## src/sv/gdbd_pkg.sv

```systemverilog
`timescale 1ns / 1ps
// ----------------------------------------------------------------------------
// gdbd_pkg
// Shared types, character codes and helpers for the remote serial protocol
// packet deframer.
// ----------------------------------------------------------------------------
package gdbd_pkg;

   // framing characters
   localparam logic [7:0] SOP_CHAR = 8'h24;   // '$'
   localparam logic [7:0] EOP_CHAR = 8'h23;   // '#'
   localparam logic [7:0] ESC_CHAR = 8'h7d;
   localparam logic [7:0] ESC_XOR  = 8'h20;

   // result kinds
   localparam logic [1:0] EV_DATA    = 2'd0;
   localparam logic [1:0] EV_GOOD    = 2'd1;
   localparam logic [1:0] EV_BAD     = 2'd2;
   localparam logic [1:0] EV_RESTART = 2'd3;

   // decoded digit with bit 4 flagging a non-hex character
   localparam logic [4:0] DIGIT_BAD = 5'h10;

   // event queue between front and back
   localparam int QUEUE_DEPTH = 2;
   localparam int QUEUE_AW    = $clog2(QUEUE_DEPTH);

   typedef struct packed {
      logic [1:0] kind;
      logic [7:0] data;
   } event_type;

   // Decode one hex character of either case.
   function automatic logic [4:0] hex_value(input logic [7:0] c);
      logic [4:0] v;
      v = DIGIT_BAD;
      if (c inside {[8'h30:8'h39]}) begin
         v = {1'b0, c[3:0]};
      end else if ((c inside {[8'h61:8'h66]}) || (c inside {[8'h41:8'h46]})) begin
         v = {1'b0, c[3:0] + 4'd9};
      end
      return v;
   endfunction

endpackage

```

## src/sv/gdbd_front.sv

```systemverilog
`timescale 1ns / 1ps
// ----------------------------------------------------------------------------
// gdbd_front
// Byte classifier: tracks framing, escapes and the running checksum, and
// turns each accepted byte into at most one event for the queue.
// ----------------------------------------------------------------------------
module gdbd_front
   import gdbd_pkg::*;
(
   input  logic       clock,
   input  logic       reset,
   input  logic       req_valid,
   input  logic       req_stall,
   input  logic [7:0] req_rx_byte,
   output logic       ev_valid,
   output event_type  ev
);

   localparam logic [1:0] PH_HUNT = 2'd0;
   localparam logic [1:0] PH_BODY = 2'd1;
   localparam logic [1:0] PH_HI   = 2'd2;
   localparam logic [1:0] PH_LO   = 2'd3;

   logic [1:0] phase_ff, phase_in;
   logic       escape_ff, escape_in;
   logic [7:0] sum_ff, sum_in;
   logic [4:0] high_ff, high_in;
   logic       accept;
   logic [4:0] digit;
   logic       good;

   assign accept = req_valid && !req_stall;
   assign digit  = hex_value(req_rx_byte);
   assign good   = !high_ff[4] && !digit[4] && ({high_ff[3:0], digit[3:0]} == sum_ff);

   // classify the byte against the current phase
   always_comb begin
      phase_in  = phase_ff;
      escape_in = escape_ff;
      sum_in    = sum_ff;
      high_in   = high_ff;
      ev_valid  = 1'b0;
      ev.kind   = EV_DATA;
      ev.data   = 8'h00;
      if (accept) begin
         case (phase_ff)
            PH_HUNT: begin
               if (req_rx_byte == SOP_CHAR) begin
                  phase_in  = PH_BODY;
                  sum_in    = 8'h00;
                  escape_in = 1'b0;
               end
            end
            PH_BODY: begin
               if (escape_ff) begin
                  escape_in = 1'b0;
                  sum_in    = sum_ff + req_rx_byte;
                  ev_valid  = 1'b1;
                  ev.data   = req_rx_byte ^ ESC_XOR;
               end else if (req_rx_byte == SOP_CHAR) begin
                  sum_in   = 8'h00;
                  ev_valid = 1'b1;
                  ev.kind  = EV_RESTART;
               end else if (req_rx_byte == EOP_CHAR) begin
                  phase_in = PH_HI;
               end else begin
                  sum_in = sum_ff + req_rx_byte;
                  if (req_rx_byte == ESC_CHAR) begin
                     escape_in = 1'b1;
                  end else begin
                     ev_valid = 1'b1;
                     ev.data  = req_rx_byte;
                  end
               end
            end
            PH_HI: begin
               high_in  = digit;
               phase_in = PH_LO;
            end
            default: begin
               phase_in  = PH_HUNT;
               escape_in = 1'b0;
               ev_valid  = 1'b1;
               ev.kind   = good ? EV_GOOD : EV_BAD;
            end
         endcase
      end
   end

   // hold framing state
   always_ff @(posedge clock) begin
      if (reset) begin
         phase_ff  <= PH_HUNT;
         escape_ff <= 1'b0;
         sum_ff    <= 8'h00;
         high_ff   <= 5'h00;
      end else begin
         phase_ff  <= phase_in;
         escape_ff <= escape_in;
         sum_ff    <= sum_in;
         high_ff   <= high_in;
      end
   end

   a_verdict_ends_packet: assert property (@(posedge clock) disable iff (reset)
      (accept && phase_ff == PH_LO) |=> (phase_ff == PH_HUNT && !escape_ff))
      else $error("verdict did not return to hunting");

   a_escape_in_body: assert property (@(posedge clock) disable iff (reset)
      escape_ff |-> (phase_ff == PH_BODY))
      else $error("escape pending outside the body");

endmodule

```

## src/sv/gdbd_queue.sv

```systemverilog
`timescale 1ns / 1ps
// ----------------------------------------------------------------------------
// gdbd_queue
// Short event queue that lets the classifier run on while results wait.
// ----------------------------------------------------------------------------
module gdbd_queue
   import gdbd_pkg::*;
(
   input  logic      clock,
   input  logic      reset,
   input  logic      push,
   input  event_type push_ev,
   output logic      full,
   output logic      q_valid,
   output event_type q_ev,
   input  logic      pop
);

   event_type                mem [QUEUE_DEPTH];
   logic [QUEUE_AW-1:0]      wr_ptr_ff, wr_ptr_in;
   logic [QUEUE_AW-1:0]      rd_ptr_ff, rd_ptr_in;
   logic [QUEUE_AW:0]        count_ff, count_in;
   logic                     do_push;
   logic                     do_pop;

   assign full    = (count_ff == QUEUE_DEPTH[QUEUE_AW:0]);
   assign q_valid = (count_ff != '0);
   assign q_ev    = mem[rd_ptr_ff];
   assign do_push = push && !full;
   assign do_pop  = pop && q_valid;

   // advance pointers and fill level
   always_comb begin
      wr_ptr_in = wr_ptr_ff;
      rd_ptr_in = rd_ptr_ff;
      count_in  = count_ff;
      if (do_push) begin
         wr_ptr_in = (wr_ptr_ff == QUEUE_AW'(QUEUE_DEPTH - 1)) ? '0 : wr_ptr_ff + 1'b1;
      end
      if (do_pop) begin
         rd_ptr_in = (rd_ptr_ff == QUEUE_AW'(QUEUE_DEPTH - 1)) ? '0 : rd_ptr_ff + 1'b1;
      end
      if (do_push && !do_pop) begin
         count_in = count_ff + 1'b1;
      end else if (do_pop && !do_push) begin
         count_in = count_ff - 1'b1;
      end
   end

   always_ff @(posedge clock) begin
      if (reset) begin
         wr_ptr_ff <= '0;
         rd_ptr_ff <= '0;
         count_ff  <= '0;
      end else begin
         wr_ptr_ff <= wr_ptr_in;
         rd_ptr_ff <= rd_ptr_in;
         count_ff  <= count_in;
      end
   end

   // store the event beat
   always_ff @(posedge clock) begin
      if (do_push) begin
         mem[wr_ptr_ff] <= push_ev;
      end
   end

   a_no_overflow: assert property (@(posedge clock) disable iff (reset)
      push |-> !full)
      else $error("event pushed into a full queue");

   a_count_bound: assert property (@(posedge clock) disable iff (reset)
      count_ff <= QUEUE_DEPTH[QUEUE_AW:0])
      else $error("queue fill level out of range");

endmodule

```

## src/sv/gdbd_back.sv

```systemverilog
`timescale 1ns / 1ps
// ----------------------------------------------------------------------------
// gdbd_back
// Result stage: pulls events from the queue into the output register and
// formats the beat for the result channel.
// ----------------------------------------------------------------------------
module gdbd_back
   import gdbd_pkg::*;
(
   input  logic       clock,
   input  logic       reset,
   input  logic       q_valid,
   input  event_type  q_ev,
   output logic       pop,
   output logic       rsp_valid,
   input  logic       rsp_stall,
   output logic [1:0] rsp_event_kind,
   output logic [7:0] rsp_payload_byte
);

   logic       valid_ff, valid_in;
   logic [1:0] kind_ff;
   logic [7:0] byte_ff;
   logic       load;

   assign load     = !valid_ff || !rsp_stall;
   assign pop      = q_valid && load;
   assign valid_in = load ? q_valid : valid_ff;

   always_ff @(posedge clock) begin
      if (reset) begin
         valid_ff <= 1'b0;
      end else begin
         valid_ff <= valid_in;
      end
   end

   // load the next beat, zero the byte for verdict and restart kinds
   always_ff @(posedge clock) begin
      if (pop) begin
         kind_ff <= q_ev.kind;
         byte_ff <= (q_ev.kind == EV_DATA) ? q_ev.data : 8'h00;
      end
   end

   assign rsp_valid        = valid_ff;
   assign rsp_event_kind   = kind_ff;
   assign rsp_payload_byte = byte_ff;

   a_zero_byte: assert property (@(posedge clock) disable iff (reset)
      (valid_ff && kind_ff != EV_DATA) |-> (byte_ff == 8'h00))
      else $error("non-data beat carries a byte");

endmodule

```

## src/sv/gdb_rsp_packet_deframer_core.sv

```systemverilog
`timescale 1ns / 1ps
// ----------------------------------------------------------------------------
// gdb_rsp_packet_deframer_core
// Remote serial protocol packet deframer: recovers '$' body '#' hh packets
// from a received byte stream.
// ----------------------------------------------------------------------------
// Takes one received byte per cycle on req_ and returns at most one beat per
// byte on rsp_: an unescaped payload byte, a good or bad checksum verdict,
// or a restart when an unescaped '$' appears inside a body. Bytes outside a
// packet, the opening '$', '#', the escape byte and the high checksum digit
// give no beat. A byte passes the classifier in the cycle it is accepted;
// its beat is queued before it reaches the output register. A two-entry
// event queue sits between the classifier and the output register, so input
// is stalled only once both queue entries are occupied behind a stalled
// output, and a byte is taken every cycle while results drain freely.
module gdb_rsp_packet_deframer_core
   import gdbd_pkg::*;
(
   input  logic       clock,
   input  logic       reset,
   input  logic       req_valid,
   output logic       req_stall,
   input  logic [7:0] req_rx_byte,
   output logic       rsp_valid,
   input  logic       rsp_stall,
   output logic [1:0] rsp_event_kind,
   output logic [7:0] rsp_payload_byte
);

   logic      ev_valid;
   event_type ev;
   logic      q_full;
   logic      q_valid;
   event_type q_ev;
   logic      q_pop;

   assign req_stall = q_full;

   gdbd_front u_front (
      .clock       (clock),
      .reset       (reset),
      .req_valid   (req_valid),
      .req_stall   (req_stall),
      .req_rx_byte (req_rx_byte),
      .ev_valid    (ev_valid),
      .ev          (ev)
   );

   gdbd_queue u_queue (
      .clock   (clock),
      .reset   (reset),
      .push    (ev_valid),
      .push_ev (ev),
      .full    (q_full),
      .q_valid (q_valid),
      .q_ev    (q_ev),
      .pop     (q_pop)
   );

   gdbd_back u_back (
      .clock            (clock),
      .reset            (reset),
      .q_valid          (q_valid),
      .q_ev             (q_ev),
      .pop              (q_pop),
      .rsp_valid        (rsp_valid),
      .rsp_stall        (rsp_stall),
      .rsp_event_kind   (rsp_event_kind),
      .rsp_payload_byte (rsp_payload_byte)
   );

endmodule
```

## config.mk

```make
export PLATFORM = sky130hd
export DESIGN_NAME = gdb_rsp_packet_deframer_core
export DESIGN_NICKNAME = d
export VERILOG_FILES = /design/src/sv/gdbd_pkg.sv /design/src/sv/gdbd_front.sv /design/src/sv/gdbd_queue.sv /design/src/sv/gdbd_back.sv /design/src/sv/gdb_rsp_packet_deframer_core.sv
export SDC_FILE = /design/constraint.sdc
export NUM_CORES = 1
export LEC_CHECK = 0
export ABC_AREA = 1
export BUFFER_PORTS_ARGS = -buffer_cell sky130_fd_sc_hd__buf_2
export CAP_MARGIN = 0
export CORE_ASPECT_RATIO = 0.6
export CORE_MARGIN = 5
export CORE_UTILIZATION = 60
export CTS_CLUSTER_DIAMETER = 80
export CTS_CLUSTER_SIZE = 12
export DETAILED_ROUTE_END_ITERATION = 16
export PLACE_DENSITY = 0.78
export SLEW_MARGIN = 20
export SYNTH_ARGS = -nofsm -noshare
export SYNTH_HDL_FRONTEND = slang
export SYNTH_SLANG_ARGS = --single-unit
```

## constraint.sdc

```tcl
create_clock -name clock -period 4 [get_ports clock]
set_clock_uncertainty 0.15 [all_clocks]
set_input_delay 0.8 -clock clock [delete_from_list [all_inputs] [get_ports clock]]
set_output_delay 0.8 -clock clock [all_outputs]
set_load 0.005 [all_outputs]
```

==> flow_summary.yaml, run 1 <==
clock_network:
  cts_resized: 0
  cts_hold_buf: 0
  cts.path.max_buffers: 2
  cts.sinks: 52
  cts.root.buffer_cell: "clkbuf_8"
  postCtsSetupBuffers: 0
  cts_tree: "done"
  h-tree-depth: 2
  clk_latency_ps: 300
  clk_pin_slew_ps: 90
  cts_buffers: 5
place:
  dpl-instance-area_um2: 3070
  hpwl_um: 5170
  portBuffers: 23
  dp_cells: 433
  gp_congestion: 0.950
setup_path:
  crit_chain: "buf_2, inv_1, ha_1, nand2_1, nor2_1, nand2_2, inv_2, nor2_1, nand2_1, nand3_1, nor2_1"
  endpoint_kind: "flop"
  crit_top_cell: "nor2_1"
  critical_path_class: "primary input to flop"
  max_stage_delay_ps: 680
  startpoint_type: "primary input"
  rrSetupSlack_ps: 1640
  slowest_stage: "nor2_1"
  path_buf_inv: 3
  crit_family: "simple AND/OR/NAND/NOR gates"
  arrival_ps: 2520
  r2r-start: "u_front.phase_ff[1]$_SDFFE_PP0P_"
  r2r-end: "u_queue.count_ff[1]$_SDFFE_PP0P_"
  required_ps: 3790
  reg2reg_depth: 12
  critPathMaxFanout: 10
synth:
  async_reset_ff_share_pct: 0
  syn_nets: 377
  syn-instance-count: 348
  ys_top_cells_by_area: "edfxtp_1 31%, dfxtp_1 15%, nand2_1 12%"
  synth_ff_type: "edfxtp_1"
  yosysMostFrequentCell: "nand2_1"
  yosysUniqueCellTypes: 33
  synth_seq_area_share_pct: 46.6
  ys_seq_elements: 52
  synth_edf_count: 30
  synth.top_cell.area_share_pct: 31.3
  synthTopCellsByCount: "89 x nand2_1, 47 x inv_1, 36 x a21oi_1"
  avgSynthCellArea_um2: 8.27
  yosysTopAreaCell: "edfxtp_1"
  yosysWarnings: 0
  synthesis.area_um2: 2880
die:
  chipWidth_um: 99.4
  pin_count: 24
  die_area_um2: 6330
  core_area_um2: 4610
  die_h_um: 63.7
  rows: 19
  initial_utilization_pct: 62.4
layout:
  antenna_cells: 0
  final_area_um2: 3160
  nets: 406
  area_growth_pct: 9.82
  n_fill_cell: 410
  drive_above_1_share_pct: 12.4
  finalNonFillerCells: 441
timing:
  post-route-period-util_pct: 68.3
  fin_setup_tns_ps: 0
  timing.hold.ws_ps: 307
  max_freq_mhz: 366
  rsz0062_at_grt: "no"
  drv_slew: 0
  worst_pin_slew_ps: 868
  relSlewSlack_pct: 41.9
  fin_crit_ps: 2730
  hold_violations: 0
  setup_viol: 0
hold_path:
  hold_class: "flop to flop"
  min_to: "u_queue.rd_ptr_ff$_SDFFE_PP0P_"
  worstHoldPathCells: 1
  hp-start: "u_queue.rd_ptr_ff$_SDFFE_PP0P_"
power:
  p_total_mw: 1.30
  vdd_drop_max_mv: 0.434
  p_per_area_nw_per_um2: 411
  cellLeakagePower_nw: 1.44
drt:
  drc: 0
  vias: 2421
  wl_per_cell_um: 15.3
  finalWirelength_um: 6730
  vias_per_cell: 5.49
  drtAntennaViolNets: 0
  drtPass1Iterations: 5
  drtIter0Drc: 189
grt:
  grt_max_degree: 17
  first_global_vias: 2266
  grt_first_pass_wirelength_um: 11000
  antenna_found_initial: 0
  grtUsageTotal_pct: 22.4
  grt.overflow.total: 0
run:
  cap_violations: 0
status:
  status: "completed"
[per-layer routing]
layer | track usage (%) | share of wire (%) | wire (um)
met5 | 0 | 0 | 0
met4 | 4.43 | 0.68 | 46
met3 | 3.97 | 7.2 | 487
met2 | 33.0 | 42 | 2830
met1 | 34.5 | 50 | 3370
[layout make-up]
class	instances	area, um2	area share, %
clock inverters	2	16.3	0.514
repair buffers	24	123	3.88
well taps	63	78.8	2.49
clock buffers	6	72.6	2.30
flip-flops and latches	52	1340	42.4
inverters	50	188	5.94
multi-input cells	244	1340	42.5
[metrics by stage]
stage	worst slack [ps]	utilization [%]
after floorplan	1370	-
after global routing	1000	68.6
after global placement	1070	66.6
after detailed placement	943	66.6
after CTS	1270	68.6
final	1270	68.6
[flip-flops by register name (all words and copies together), names as in the netlist, named ones only]
signal / cells
u_queue.mem: 20
u_back.rsp_payload_byte: 8
u_front.sum_ff: 8
u_front.high_ff: 5
u_back.rsp_event_kind: 2
u_front.phase_ff: 2
u_queue.count_ff: 2
u_back.rsp_valid: 1
u_front.escape_ff: 1
u_queue.rd_ptr_ff: 1
u_queue.wr_ptr_ff: 1
[kinds of logic after synthesis]
logic type                 synth area share (%)
and+or+nand+nor                            25.3
adders and majority gates                  7.65
DFF                                        46.6
AOI/OAI and AO/OA                          11.5
muxes                                     0.348
buffers and inverters                      6.78
xor gates and xnor gates                   1.83
[how the worst max path moves through the flow]
stage	to	depth (start not counted)	startpoint
after floorplan	u_queue.count_ff[1]$_SDFFE_PP0P_	15	req_rx_byte[0]
after global placement	u_queue.mem[0][4]$_DFFE_PP_	11	req_rx_byte[0]
after detailed placement	u_queue.count_ff[1]$_SDFFE_PP0P_	16	req_rx_byte[1]
after CTS	u_queue.mem[0][2]$_DFFE_PP_	11	req_rx_byte[0]
after global routing	u_queue.count_ff[1]$_SDFFE_PP0P_	16	req_rx_byte[1]
final	u_queue.mem[0][8]$_DFFE_PP_	11	req_rx_byte[0]
[power breakdown]
part,switching [mW],internal (mW),leakage [nW]
combinational,0.203,0.101,0.926
sequential,0.0418,0.658,0.475
clock,0.171,0.125,0.0414
total,0.416,0.883,1.44
[layout by cell type (no fill, tap or decap), types with 7 or more instances in the layout]
master / synthesis / routed
nand2_1: 89 / 89
inv_1: 47 / 47
a21oi_1: 36 / 36
edfxtp_1: 30 / 30
buf_2: 0 / 23
dfxtp_1: 22 / 22
nand3_1: 20 / 20
nor2_1: 17 / 17
ha_1: 16 / 16
o21ai_0: 15 / 15
nand4_1: 10 / 10
nor3_1: 7 / 7
[worst register-to-register path, delay by kind of cell, from the launching register on]
kind	cells	cell delay (ps)
AO/OA/AOI/OAI	4	460
adder cells (fa/ha/maj)	2	580
flip-flops	1	330
AND/OR/NAND/NOR	4	570
buffers and inverters	2	160
Power figures use the tool's default switching activity.
==> run 2: changes to the inputs <==
CORE_UTILIZATION = 59   (was 60)
PLACE_DENSITY = 0.77   (was 0.78)
clock period = 2.6 ns   (was 4 ns; I/O delays follow)
==> flow_summary.yaml, run 2 (same netlist as run 1, synthesis figures left out) <==
status:
  status: "completed"
clock_network:
  cts.sinks: 52
  cts.root.buffer_cell: "clkbuf_8"
  cts_tree: "done"
  cts.path.max_buffers: 2
  clk_latency_ps: 310
  cts_hold_buf: 0
  cts_buffers: 5
  h-tree-depth: 2
  cts_resized: 0
  clk_pin_slew_ps: 90
  postCtsSetupBuffers: 0
power:
  vdd_drop_max_mv: 0.672
  cellLeakagePower_nw: 1.49
  p_per_area_nw_per_um2: 660
layout:
  drive_above_1_share_pct: 14.0
  layout_commonest_cell: "nand2_1"
  n_fill_cell: 354
  largest-register: "u_queue.mem"
  nets: 413
  largest_register_ff_count: 20
  final_cell_mix: "89 x nand2_1, 47 x inv_1, 36 x a21oi_1, 30 x edfxtp_1, 23 x buf_2"
  antenna_cells: 0
  area_growth_pct: 12.4
setup_path:
  reg2reg_depth: 12
  critical_path_class: "flop to flop"
  r2r-end: "u_queue.count_ff[1]$_SDFFE_PP0P_"
  crit_family: "adder cells"
  cp_num_cells: 12
  endpoint_kind: "flop"
  required_ps: 2650
  path_buf_inv: 2
  rrSetupSlack_ps: 280
  crit_chain: "inv_1, ha_1, nand2_1, nor2_1, nand2_1, nand3_1, inv_1, ha_1, a21oi_1, o21ai_0, o21ai_0, a21oi_1"
  arrival_ps: 2370
  slowest_stage: "dfxtp_1"
  startpoint_type: "flop"
  r2r-start: "u_front.phase_ff[1]$_SDFFE_PP0P_"
  crit_start: "u_front.phase_ff[1]$_SDFFE_PP0P_"
  critPathMaxFanout: 6
  max_stage_delay_ps: 340
  endpoint: "u_queue.count_ff[1]$_SDFFE_PP0P_"
grt:
  grt_first_pass_wirelength_um: 11400
  grt_max_degree: 17
  first_global_vias: 2421
  antenna_found_initial: 0
  grt.overflow.total: 0
  grtUsageTotal_pct: 22.5
die:
  rows: 19
  core_area_um2: 4640
  initial_utilization_pct: 62.1
  pin_count: 24
  die_h_um: 64.1
  chipWidth_um: 100
  die_area_um2: 6420
drt:
  wl_per_cell_um: 15.2
  drtIter0Drc: 167
  vias_per_cell: 5.64
  finalWirelength_um: 6830
  drtAntennaViolNets: 0
  drc: 0
  drtPass1Iterations: 5
  vias: 2527
place:
  gp_congestion: 0.976
  dp_slack_ps: 49.8
  portBuffers: 23
  hpwl_um: 5220
timing:
  fin_crit_ps: 2320
  worst_pin_slew_ps: 502
  finalWorstSetupSlack_ps: 278
  fin_setup_tns_ps: 0
  rsz0062_at_grt: "no"
  post-route-period-util_pct: 89.3
  setup_viol: 0
  relSlewSlack_pct: 66.4
  hold_violations: 0
  max_freq_mhz: 431
  drv_slew: 0
hold_path:
  hp-start: "u_queue.rd_ptr_ff$_SDFFE_PP0P_"
  hold_class: "flop to flop"
run:
  cap_violations: 0
-- run 2: per-stage QoR --
stage               cells  hold WS [ps]  cell area [um2]  util, %  power [mW]
floorplan             348           276             2880        -        1.38
global placement      440           287             3130     67.4        1.57
detailed placement    440           300             3130     67.4        1.59
CTS                   448           314             3240     69.8        2.14
global route          448           359             3240     69.8        2.27
finish                448           314             3240     69.8        2.14
-- run 2: power by group --
group / internal [mW] / switching [mW]
Combinational: 0.176 / 0.341
Sequential: 1.01 / 0.0399
Clock: 0.286 / 0.281
Total: 1.47 / 0.662
-- run 2: routing by layer --
metal  GRT usage (%)  wire (um)
met1            31.7       3020
met2            33.1       2970
met3            6.52        743
met4            8.24         95
met5               0          0
-- run 2: worst min-delay path by stage --
| stage | end | slack (ps) | depth (start not counted) |
|---|---|---|---|
| 5_1_grt | u_back.rsp_valid$_SDFFE_PP0N_ | 360 | 3 |
| 3_5_place_dp | u_queue.rd_ptr_ff$_SDFFE_PP0P_ | 300 | 1 |
| 3_3_place_gp | u_queue.rd_ptr_ff$_SDFFE_PP0P_ | 290 | 1 |
| 6_report | u_queue.rd_ptr_ff$_SDFFE_PP0P_ | 310 | 1 |
| 2_1_floorplan | flop | 280 | 1 |
| 4_1_cts | u_queue.rd_ptr_ff$_SDFFE_PP0P_ | 310 | 1 |
-- run 2: layout make-up --
cell class | count | area (um2) | area share, %
multi-input combinational | 244 | 1340 | 41.5
sequential | 52 | 1340 | 41.4
inverter | 50 | 188 | 5.80
timing repair buffer | 31 | 175 | 5.41
tap | 63 | 78.8 | 2.44
clock buffer | 5 | 68.8 | 2.13
clock inverter | 3 | 42.5 | 1.31
-- run 2: worst reg2reg max path: stages (launching register included) --
cell     delay (ps)
dfxtp_1         340
inv_1            90
ha_1            290
nand2_1         130
nor2_1          180
nand2_1          70
nand3_1         110
inv_1            70
ha_1            300
a21oi_1         110
o21ai_0         110
o21ai_0         190
a21oi_1          70
==> run 3: changes to the inputs <==
ABC_AREA = 0   (was 1)
==> flow_summary.yaml, run 3 <==
timing:
  rsz0062_at_grt: "no"
  setup_viol: 0
  post-route-period-util_pct: 92.1
  drv_slew: 0
  hold_violations: 0
  fin_crit_ps: 2400
  worst_pin_slew_ps: 480
  finalWorstSetupSlack_ps: 204
  timing.hold.ws_ps: 334
  relSlewSlack_pct: 68.0
  fin_setup_tns_ps: 0
  max_freq_mhz: 417
synth:
  ys_top_cells_by_area: "edfxtp_1 33%, dfxtp_1 16%, ha_1 7.3%"
  synth.top_cell.area_share_pct: 32.7
  synth_ff_type: "edfxtp_1"
  yosysMostFrequentCell: "nor2_1"
  synthesis.area_um2: 2750
  async_reset_ff_share_pct: 0
  synth_edf_count: 30
  syn-instance-count: 264
  yosysUniqueCellTypes: 49
  yosysTopAreaCell: "edfxtp_1"
  yosysWarnings: 0
  syn_nets: 293
  avgSynthCellArea_um2: 10.4
  synth_seq_area_share_pct: 48.7
  synthTopCellsByCount: "39 x nor2_1, 30 x edfxtp_1, 22 x dfxtp_1"
  ys_seq_elements: 52
setup_path:
  critical_path_class: "primary input to flop"
  reg2reg_depth: 8
  startpoint_type: "primary input"
  path_buf_inv: 2
  r2r-start: "u_front.phase_ff[0]$_SDFFE_PP0P_"
  arrival_ps: 2310
  endpoint_kind: "flop"
  crit_chain: "buf_2, inv_1, ha_1, o21bai_1, a21oi_2, mux2i_1, xnor2_1, nor4_1, a31oi_1, o21a_1"
  crit_family: "compound AO/OA/AOI/OAI gates"
  cp_num_cells: 10
  rrSetupSlack_ps: 250
  endpoint: "u_queue.mem[1][9]$_DFFE_PP_"
  required_ps: 2510
  slowest_stage: "a21oi_2"
  r2r-end: "u_queue.count_ff[1]$_SDFFE_PP0P_"
  max_stage_delay_ps: 290
  crit_start: "req_rx_byte[1]"
  critPathMaxFanout: 5
layout:
  finalNonFillerCells: 369
  layout_commonest_cell: "nor2_1"
  utilization_pct: 70.0
  drive_above_1_share_pct: 19.6
  antenna_cells: 0
  area_growth_pct: 15.4
  largest_register_ff_count: 20
  largest-register: "u_queue.mem"
  n_fill_cell: 335
  nets: 334
  final_cell_mix: "39 x nor2_1, 30 x edfxtp_1, 23 x buf_2, 22 x dfxtp_1"
clock_network:
  cts_buffers: 5
  cts_resized: 0
  cts.sinks: 52
  cts_hold_buf: 0
  clk_latency_ps: 300
  cts.path.max_buffers: 2
  cts.root.buffer_cell: "clkbuf_8"
  cts_tree: "done"
  postCtsSetupBuffers: 0
  clk_pin_slew_ps: 100
  h-tree-depth: 2
drt:
  drtIter0Drc: 222
  vias: 2038
  drc: 0
  vias_per_cell: 5.52
  drtPass1Iterations: 4
  finalWirelength_um: 5850
  wl_per_cell_um: 15.8
  drtAntennaViolNets: 0
grt:
  grt_max_degree: 23
  antenna_found_initial: 0
  grt_first_pass_wirelength_um: 9620
  grt.overflow.total: 0
  first_global_vias: 1924
  grtUsageTotal_pct: 19.5
die:
  pin_count: 24
  die_area_um2: 6180
  chipWidth_um: 98.2
  die_h_um: 62.9
  core_area_um2: 4540
  rows: 19
  initial_utilization_pct: 60.7
place:
  portBuffers: 23
  dp_cells: 361
  gp_congestion: 0.959
  dp_slack_ps: -74.3
  hpwl_um: 4470
power:
  p_per_area_nw_per_um2: 597
  cellLeakagePower_nw: 1.25
  vdd_drop_max_mv: 0.504
status:
  status: "completed"
run:
  cap_violations: 0
hold_path:
  hold_class: "flop to flop"
-- run 3: stage by stage --
step / power (mW) / area, um2
floorplan: 1.27 / 2750
global placement: 1.42 / 3080
finish: 1.90 / 3180
CTS: 1.90 / 3180
detailed placement: 1.44 / 3080
global route: 2.01 / 3180
-- run 3: cells by family after synthesis --
group	share of synthesized area (%)
compound gates	12.4
buf+inv	2.77
mux	4.82
simple gates	16.9
fa+ha+maj	8.00
xor+xnor	6.36
flops	48.7
-- run 3: worst min-delay path by stage --
stage                     slack (ps)                         endpoint  depth (start not counted)                            start
after CTS                        330    u_back.rsp_valid$_SDFFE_PP0N_                          3                        rsp_stall
after global routing             330    u_back.rsp_valid$_SDFFE_PP0N_                          3                        rsp_stall
after detailed placement         320    u_back.rsp_valid$_SDFFE_PP0N_                          2    u_back.rsp_valid$_SDFFE_PP0N_
after global placement           310    u_back.rsp_valid$_SDFFE_PP0N_                          2    u_back.rsp_valid$_SDFFE_PP0N_
final                            330    u_back.rsp_valid$_SDFFE_PP0N_                          2    u_back.rsp_valid$_SDFFE_PP0N_
after floorplan                  310  u_front.high_ff[4]$_SDFFE_PP0P_                          2  u_front.high_ff[4]$_SDFFE_PP0P_
-- run 3: layout make-up --
class / count / area, um2 / share of cell area (%)
multi-input cells: 193 / 1340 / 42.1
inverters: 11 / 41.3 / 1.30
clock inverters: 3 / 27.5 / 0.866
repair buffers: 42 / 283 / 8.90
well taps: 63 / 78.8 / 2.48
clock buffers: 5 / 68.8 / 2.17
flip-flops and latches: 52 / 1340 / 42.2
-- run 3: power breakdown --
| part | total [mW] | leakage, nW | switching [mW] | internal [mW] |
|---|---|---|---|---|
| combinational | 0.404 | 0.750 | 0.232 | 0.172 |
| clock | 0.481 | 0.0463 | 0.283 | 0.198 |
| sequential | 1.01 | 0.454 | 0.0374 | 0.974 |
| total | 1.90 | 1.25 | 0.553 | 1.34 |
-- run 3: metal layers --
| layer | GRT usage, % | part of all wire, % | vias to the layer above |
|---|---|---|---|
| met3 | 6.13 | 6.9 | 4 |
| li1 | - | - | 1027 |
| met1 | 29.7 | 52 | 950 |
| met2 | 27.9 | 41 | 57 |
| met5 | 0 | 0 | - |
| met4 | 2.73 | 0.60 | 0 |
-- run 3: worst reg2reg max path: stages (launching register included) --
cell and delay, ps:
dfxtp_1 390, inv_1 80, ha_1 300, nor2_1 140
o21ai_0 120, a31oi_1 250, ha_1 310, or3_1 370
a21oi_1 160
